### src/gsp_clear_seq.sv
`timescale 1ns / 1ps
`default_nettype none

// Sweep every table entry once after reset.
module gsp_clear_seq #(
  parameter int unsigned CNT_BITS = 12
) (
  input  wire logic                clk_i,
  input  wire logic                rst_ni,
  output logic                     active_o,
  output logic [CNT_BITS-1:0]      idx_o
);

  logic                active_q, active_d;
  logic [CNT_BITS-1:0] cnt_q, cnt_d;

  always_comb begin
    active_d = active_q;
    cnt_d = cnt_q;
    if (active_q) begin
      cnt_d = cnt_q + CNT_BITS'(1);
      if (cnt_q == {CNT_BITS{1'b1}}) active_d = 1'b0;
    end
  end

  always_ff @(posedge clk_i or negedge rst_ni) begin
    if (!rst_ni) begin
      active_q <= 1'b1;
      cnt_q <= '0;
    end else begin
      active_q <= active_d;
      cnt_q <= cnt_d;
    end
  end

  assign active_o = active_q;
  assign idx_o = cnt_q;

endmodule

`default_nettype wire

### config.mk
export PLATFORM = sky130hd
export DESIGN_NAME = gsp_clear_seq
export DESIGN_NICKNAME = d
export VERILOG_FILES = /design/src/gsp_clear_seq.sv
export SDC_FILE = /design/constraint.sdc
export NUM_CORES = 1
export LEC_CHECK = 0
export BUFFER_PORTS_ARGS = -buffer_cell sky130_fd_sc_hd__buf_4
export CORE_AREA = 2 2 39 41
export DETAILED_ROUTE_END_ITERATION = 10
export DIE_AREA = 0 0 41 43
export HOLD_SLACK_MARGIN = 0.08
export PLACE_DENSITY = 0.79
export SLEW_MARGIN = 5
export SYNTH_ARGS = -nofsm -noshare
export SYNTH_HDL_FRONTEND = slang
export SYNTH_SLANG_ARGS = --single-unit
### constraint.sdc
create_clock -name clk_i -period 1.6 [get_ports clk_i]
set_input_delay 0.24 -clock clk_i [delete_from_list [all_inputs] [get_ports clk_i]]
set_output_delay 0.24 -clock clk_i [all_outputs]
set_load 0.05 [all_outputs]
* Word-level counts from Yosys, hierarchy flattened *
Cells that the tools add are included.

storage, ports and cells
  flip-flop bits (word level) = 13
  input port bits = 2
  output and inout bits = 13
  word-level logic and storage cells = 6

operators by class
  add/sub/neg operators = 1
  equality and inequality tests = 1
  mux-type cells = 2

operator list
  kind                                            number
  adder 12 x 1 -> 12 bit (second input constant)  1
  == test 12 bit (second input constant)          1
  two-way mux 1 bit                               2

* Depth between registers and ports, before layout *
Gate-level depths: netlist of the first run.

  word-level depth = 3
  mapped depth = 4
  gate-level depth less buffers = 4

* Least setup slack after synthesis of the first run *
No wires, ideal clock.

  path kind = reg2reg
  from = reg cnt_q[0], in the netlist idx_o[0]
  to = reg cnt_q[10], in the netlist idx_o[10]
  library setup time = 82 ps
  arrival time = 1472 ps
  data required time = 1518 ps
  setup slack = 46 ps
  cell stages (with the launch flop) = 5
  path buffers = 0
  clock period less this slack = 1554 ps
  cell sequence = dfrtp_1 -> ha_1 -> nand4_1 -> nor3_1 -> xor2_1

between the ends
  word-level cells in the longest chain between the ends = 1

ends and longest elaborated chain
  what                    RTL line  source
  from (decl)             15        logic [CNT_BITS-1:0] cnt_q, cnt_d;
  from (signal assigned)  32        cnt_q <= cnt_d;
  adder 12 x 1 -> 12 bit  21        cnt_d = cnt_q + CNT_BITS'(1);

No other way between the ends.
A chain may end at the register's enable or synchronous reset.

* Final worst setup path of the first run *
Same ends and word-level chain as after synthesis.

==> results of run 1 <==
[worst max path at each step]
stage	from	end	cells past startpoint	slack [ps]
floorplan	idx_o[0]	idx_o[10]	4	50
global placement	idx_o[0]	idx_o[10]	4	280
detailed placement	idx_o[0]	idx_o[10]	4	250
CTS	idx_o[0]	idx_o[10]	4	230
global route	idx_o[0]	idx_o[10]	4	90
finish	idx_o[0]	idx_o[10]	4	250
[worst max-delay path, delay by kind of cell, from the launching register on]
kind | cells | cell delay (ps)
and+or+nand+nor | 2 | 460
xor gates and xnor gates | 1 | 160
adders and majority gates | 1 | 220
DFF | 1 | 440
[final cells by class]
cell class                      instances  area share
Tap cell                               16      0.0270
Inverter                                2      0.0101
Sequential cell                        13       0.440
Clock buffer                            4      0.0354
Timing Repair Buffer                   15       0.155
Multi-Input combinational cell         32       0.332
[per-layer routing]
layer	GRT usage	up-vias
li1	-	199
met1	0.166	191
met2	0.206	11
met3	0.0628	4
met4	0.120	0
met5	0	-
[through the flow]
| stage | util | setup slack, ps | std cells | area [um^2] | power (W) |
|---|---|---|---|---|---|
| floorplan | - | 45.9 | 48 | 586 | 0.000335 |
| global placement | 0.510 | 278 | 77 | 706 | 0.000343 |
| detailed placement | 0.510 | 248 | 77 | 706 | 0.000343 |
| CTS | 0.536 | 234 | 82 | 742 | 0.000543 |
| global route | 0.536 | 87.5 | 82 | 742 | 0.000559 |
| finish | 0.536 | 251 | 82 | 742 | 0.000538 |
[state kept, by name (all words and copies together) (netlist names)]
register  flops
idx_o        12
active_o      1
[report_power, final]
part	leakage, nW	switching, W	internal (W)
clock	0.0150	0.000104	0.0000968
sequential	0.178	0	0.000328
combinational	0.193	0.00000617	0.00000326
total	0.386	0.000110	0.000428
[logic make-up (layout without fill, tap and decap cells)]
group,after synthesis,count (layout),synth area share
xor+xnor,11,11,0.165
buf+inv,3,21,0.0214
flops,13,13,0.558
mux,1,1,0.0192
compound gates,1,1,0.0192
fa+ha+maj,1,1,0.0214
simple gates,18,18,0.197
[cell usage after synthesis (all sizes together)]
cell | instances | share of area
buf | 1 | 0.0085
dfrtp | 12 | 0.51
dfstp | 1 | 0.045
ha | 1 | 0.021
inv | 2 | 0.013
mux2 | 1 | 0.019
nand2 | 5 | 0.032
nand3 | 3 | 0.026
nand4 | 3 | 0.058
nor2 | 2 | 0.013
nor3 | 3 | 0.026
nor4 | 2 | 0.043
o41a | 1 | 0.019
xnor2 | 4 | 0.060
xor2 | 7 | 0.10
==> impl_metrics.tcl, run 1 <==
set metrics [dict create \
    status "finished, final reports clean" \
    synth_area_um2 586 \
    dp_hpwl_um 782 \
    initial_utilization 0.423 \
    cts-root-buf "clkbuf_4" \
    port_buffers 14 \
    synth-seq-cells 13 \
    wl_met3_um 61 \
    hold_class "input pin to async pin" \
    grt_max_degree 14 \
    grt_use_total 0.148 \
    cp_max_fo 5 \
    wirelength_met1_um 425 \
    mostFrequentLayoutCell "buf_4" \
    endpoint_kind "flip-flop" \
    detail_route.first_pass.iterations 2 \
    regArea_um2 327 \
    fmax_mhz 741 \
    antenna_found_initial 0 \
    antenna_cells 0 \
    die_x_um 41 \
    cts.path.max_buffers 2 \
    vias 405 \
    crit_type "flip-flop to flip-flop" \
    critPathMaxStageDelay_ps 440 \
    cts.clk_slew.worst_paths_ps 80 \
    grt-ovfl-total 0 \
    rows 14 \
    grt_pass1_wl_mm 1.66 \
    routed_via_density 4.94 \
    syn_nets 51 \
    wl_met2_um 468 \
    final_cell_mix "buf_4, dfrtp_1, xor2_1, nand2_1, xnor2_1" \
    clock_sink_count 13 \
    syn_to_final_growth_pct 26.7 \
    top_layer "met4" \
    setup-tns-final_ps 0 \
    post-route-min-period_ps 1350 \
    drc 0 \
    nets 70 \
    cts_made_buffers 3 \
    cts_setup_buffers 0 \
    critPathRequiredTime_ps 1810 \
    grt_pass1_vias 405 \
    drt_iter0_markers 2 \
    cts_max_level 1 \
    power.density_mw_per_mm2 725 \
    ys_types 16 \
    drive_above_1_share 0.333 \
    hold_violations 0 \
    ys_seq_area_frac 0.558 \
    wl_um 993 \
    cap_violations 0 \
    cts_tree "done" \
    period_share 0.843 \
    multi_input_area_um2 246 \
    cp_data_arrival_time_ps 1560 \
    fillers 121 \
    ir_worst_vdd_mv 0.349 \
    antenna_left 0 \
    grt_setup_unrepaired "no" \
    rr_worst_depth 4 \
    yosysWarnings 0 \
    drv_slew 0 \
    core-area_mm2 0.00138 \
    start_kind "flip-flop" \
    avgSynthCellArea_um2 12.2 \
    regToRegSetupSlack_ps 250 \
    tightestPinTransition_ps 254 \
    top_level_ports 15 \
    r2r-end "idx_o[10]" \
    setup_viol 0 \
    cp_cell_sequence "ha_1 -> nand4_1 -> nor3_1 -> xor2_1" \
    wl_per_cell_um 12.1 \
    whs_ps 330 \
    p_leak_nw 0.386 \
    dieArea_mm2 0.00176 \
    cp_slowest_cell "dfrtp_1" \
    post_cts_resized 0 \
    slew_headroom 0.830 \
    synth_cells 48 \
    fin_worst_skew_ps 4.41 \
    r2r-start "idx_o[0]" \
    clk_latency_ps 280 \
    hold_buffers 1 \
    fp.dieH_um 43 \
    routabilityCongestion 0.741 \
]
(Power assumes the default switching activity.)
==> run 2, diff against run 1 <==
Clock period 1.6 ns to 1.4 ns, I/O delays scaled along.
==> run 2 against run 1 <==
Effect of this change:
- die area is the same
- flip-flop and latch count is the same
- critical path depth shrank 3
- largest cell class unchanged
==> impl_metrics.tcl, run 2 (same netlist as run 1, synthesis figures left out) <==
set metrics [dict create \
    seqPwrFrac 0.605 \
    critPathMaxStageDelay_ps 610 \
    cap_violations 0 \
    post-route-min-period_ps 1320 \
    dp_hpwl_um 739 \
    regArea_um2 334 \
    drive_above_1_share 0.439 \
    critPathRequiredTime_ps 1190 \
    p_int_w 0.000489 \
    crit_type "flip-flop to primary output" \
    clockPowerShare 0.377 \
    pwr-share-comb 0.018 \
    final_cell_mix "buf_4, xor2_1, dfrtp_2, dfrtp_1, nand2_1" \
    endpoint_kind "primary output" \
    dp.cells 77 \
    period_share 0.944 \
    grt_pass1_wl_mm 1.76 \
    top_level_ports 15 \
    cp_cell_sequence "buf_4" \
    cp_slowest_cell "dfstp_2" \
    whs_ps 305 \
    setup-tns-final_ps 0 \
    fin_worst_skew_ps 2.34 \
    tightestPinTransition_ps 238 \
    antenna_cells 0 \
    grt_use_total 0.152 \
    cts_max_level 1 \
    dp_slack_ps 113 \
    hold_violations 0 \
    cp_max_fo 8 \
    routabilityCongestion 0.777 \
    fmax_mhz 757 \
    cp_data_arrival_time_ps 1110 \
    rows 14 \
    grt_pass1_vias 428 \
    port_buffers 14 \
    ir_worst_vdd_mv 0.452 \
    switchingPower_w 0.000130 \
    start_kind "flip-flop" \
    grt_max_degree 14 \
    mostFrequentLayoutCell "buf_4" \
    cp-startpoint "active_o" \
    multi_input_area_um2 251 \
    clk_latency_ps 280 \
    setup_viol 0 \
    vias 416 \
    cts_tree "done" \
    hold_class "input pin to async pin" \
    dieArea_mm2 0.00176 \
    wl_per_cell_um 12.3 \
    nets 70 \
    grt-ovfl-total 0 \
    cts-root-buf "clkbuf_4" \
    slew_headroom 0.840 \
    syn_to_final_growth_pct 28.8 \
    core-area_mm2 0.00138 \
    cts.clk_slew.worst_paths_ps 80 \
    fp.dieH_um 43 \
    p_leak_nw 0.376 \
    wl_mm 1.01 \
    die_x_um 41 \
    crit_buf_inv 1 \
    setup_slack_ps 78.7 \
    clock_sink_count 13 \
    cts_made_buffers 3 \
    post_cts_resized 0 \
    largest_register_ffs 12 \
    fillers 121 \
    antenna_left 0 \
    r2r-start "active_o" \
    final_cells 82 \
    drv_slew 0 \
    crit_family "flip-flops" \
    drc 0 \
    antenna_found_initial 0 \
    detail_route.first_pass.iterations 2 \
    cts.path.max_buffers 2 \
    p_sw_frac 0.210 \
    drt_iter0_markers 2 \
    status "finished, final reports clean" \
    grt_setup_unrepaired "no" \
    routed_via_density 5.07 \
    power.density_mw_per_mm2 821 \
    initial_utilization 0.423 \
]
run 2: per-stage QoR:
stage / area [um^2] / util / total power [W]
floorplan: 604 / - / 0.000383
global placement: 718 / 0.519 / 0.000392
detailed placement: 718 / 0.519 / 0.000392
CTS: 754 / 0.545 / 0.000629
global route: 754 / 0.545 / 0.000651
finish: 754 / 0.545 / 0.000620
run 2: layer usage:
layer  part of all wire  track usage  vias up
li1                   -            -      198
met1               0.43        0.173      202
met2               0.49        0.241       11
met3              0.032       0.0157        5
met4              0.039        0.120        0
met5                  0            0        -
run 2: timing repair:
| action | 4_1_cts | 5_1_grt |
|---|---|---|
| setup buffers | 0 | 0 |
| hold endpoints to repair | 13 | 0 |
| hold buffers | 1 | 0 |
run 2: power groups by stage:
stage	Combinational (W)	Sequential (W)	Clock, W
after global placement	0.00000930	0.000383	0
after floorplan	0.000000000120	0.000383	0
after CTS	0.0000117	0.000375	0.000242
after detailed placement	0.00000966	0.000383	0
final	0.0000110	0.000375	0.000233
after global routing	0.0000128	0.000375	0.000263
run 2: area by class of cell:
class                           instances  area share
Timing Repair Buffer                   15       0.153
Clock buffer                            4      0.0348
Multi-Input combinational cell         32       0.333
Inverter                                2     0.00995
Sequential cell                        13       0.443
Tap cell                               16      0.0265
run 2: final timing paths:
| path | slack [ps] | cells after the start | end |
|---|---|---|---|
| setup reg to reg | 110 | 3 | idx_o[6] |
| setup / recovery | 80 | 1 | active_o |
| min in group clk_i | 510 | 1 | idx_o[10] |
| max in group asynchronous | 860 | 2 | active_o |
| hold / removal | 300 | 2 | idx_o[5] |
| hold reg to reg | 510 | 1 | idx_o[10] |
==> run 3, diff against run 2 <==
Settings changed: BUFFER_PORTS_ARGS -buffer_cell sky130_fd_sc_hd__buf_4 to -buffer_cell sky130_fd_sc_hd__clkbuf_2.
==> run 3 against run 2 <==
Effect of this change:
- critical path depth unchanged
- wire length rose by 2.2%
- sequential power hardly changed
- count of clock-buffer cells in the layout unchanged
- final cell count rose by 1.2%
- first-iteration DRC count grew to 3.5 times the previous value
- flip-flop and latch count is the same
- via count decreased by 0.48%
- combinational power decreased by 9%
- critical path type unchanged
- critical endpoint unchanged
==> impl_metrics.tcl, run 3 (same netlist as run 1, synthesis figures left out) <==
set metrics [dict create \
    status "finished, final reports clean" \
    final_cell_mix "clkbuf_2, xor2_1, dfrtp_2, dfrtp_1, nand2_1" \
    dp.cells 77 \
    endpoint_kind "primary output" \
    p_leak_nw 0.370 \
    cts.path.max_buffers 2 \
    syn_to_final_growth_pct 24.6 \
    grt_use_met2 0.213 \
    cts_max_level 1 \
    grt_use_total 0.145 \
    post-route-min-period_ps 1350 \
    ir_worst_vdd_mv 0.487 \
    drv_slew 0 \
    drc 0 \
    whs_ps 359 \
    drt_iter0_markers 7 \
    clock_sink_count 13 \
    cts-root-buf "clkbuf_4" \
    drive_above_1_share 0.448 \
    period_share 0.966 \
    grt_pass1_wl_mm 1.70 \
    mostFrequentLayoutCell "clkbuf_2" \
    port_buffers 14 \
    crit_type "flip-flop to primary output" \
    rows 14 \
    hold_class "input pin to async pin" \
    placed_area_um2 683 \
    cts_made_buffers 3 \
    core-area_mm2 0.00138 \
    vias 414 \
    antenna_found_initial 0 \
    routed_via_density 4.99 \
    grt_setup_unrepaired "no" \
    dieArea_mm2 0.00176 \
    final_cells 83 \
    critPathMaxStageDelay_ps 610 \
    start_kind "flip-flop" \
    clk_latency_ps 270 \
    top_level_ports 15 \
    crit_family "flip-flops" \
    crit_buf_inv 1 \
    cp_slowest_cell "dfstp_2" \
    top_usage_layer "met2" \
    grt_max_degree 14 \
    setup_viol 0 \
    cp_cell_sequence "clkbuf_4" \
    wl_mm 1.03 \
    final_area_um2 729 \
    routabilityCongestion 0.815 \
    initial_utilization 0.423 \
    critPathRequiredTime_ps 1190 \
    fmax_mhz 740 \
    fp.dieH_um 43 \
    grt-ovfl-total 0 \
    die_x_um 41 \
    antenna_left 0 \
    tightestPinTransition_ps 320 \
    nets 71 \
    largest_register_ffs 12 \
    cp_data_arrival_time_ps 1140 \
    grt_pass1_vias 401 \
    grtUsageMet1 0.183 \
    cap_violations 0 \
    cts.clk_slew.worst_paths_ps 80 \
    dp_hpwl_um 747 \
    hold_violations 0 \
    fin_worst_skew_ps 0.766 \
    wl_per_cell_um 12.4 \
    cp_max_fo 8 \
    detail_route.first_pass.iterations 7 \
    met3_usage 0.0157 \
    antenna_cells 0 \
    power.density_mw_per_mm2 843 \
    slew_headroom 0.787 \
    cts_tree "done" \
    regToRegSetupSlack_ps 130 \
]
==> run 3: layer usage <==
layer / wire, um / up-vias
met5: 0 / -
met4: 14 / 0
met3: 40 / 2
met2: 535 / 14
met1: 435 / 194
li1: - / 204
==> run 3: path summary, 6_finish.rpt <==
check | startpoint | endpoint | cells after the start
worst max-delay path | active_o | active_o | 1
max in group asynchronous | rst_ni | active_o | 2
worst max register to register | active_o | idx_o[4] | 3
min in group clk_i | idx_o[10] | idx_o[10] | 1
worst min-delay path | rst_ni | idx_o[11] | 2
worst min register to register | idx_o[10] | idx_o[10] | 1
==> run 3: power by group <==
part	leakage (nW)	internal, W	switching, W	total, W
logic	0.187	0.00000279	0.00000723	0.0000100
clock network	0.0150	0.000110	0.000120	0.000230
registers	0.168	0.000375	0	0.000375
total	0.370	0.000488	0.000127	0.000615
==> run 3: repair_timing <==
item,in CTS,in global routing
hold endpoints to repair,12,0
setup buffers,0,1
cloned,0,0
setup endpoints to repair,1,1
hold buffers,1,0
resized for setup,1,0
==> run 3: worst reg2reg max path, delay by kind of cell, from the launching register on <==
family,cells,cell delay (ps)
DFF,1,610
and+or+nand+nor,1,220
xor gates and xnor gates,1,110
buffers and inverters,1,210
==> run 3: cell type report <==
class                   instances  area (um^2)
repair buffers                 16         90.1
well taps                      16         20.0
flip-flops and latches         13          334
multi-input cells              32          251
fillers                       122          654
clock buffers                   4         26.3
inverters                       2         7.51
==> run 3: per-stage QoR <==
step	TNS [ps]	total power (W)	util	worst slack (ps)
2_1_floorplan	-88.1	0.000383	-	-26.4
3_3_place_gp	0	0.000391	0.494	139
3_5_place_dp	0	0.000391	0.494	99.9
4_1_cts	0	0.000624	0.522	44.1
5_1_grt	0	0.000659	0.527	3.78
6_report	0	0.000615	0.527	47.8
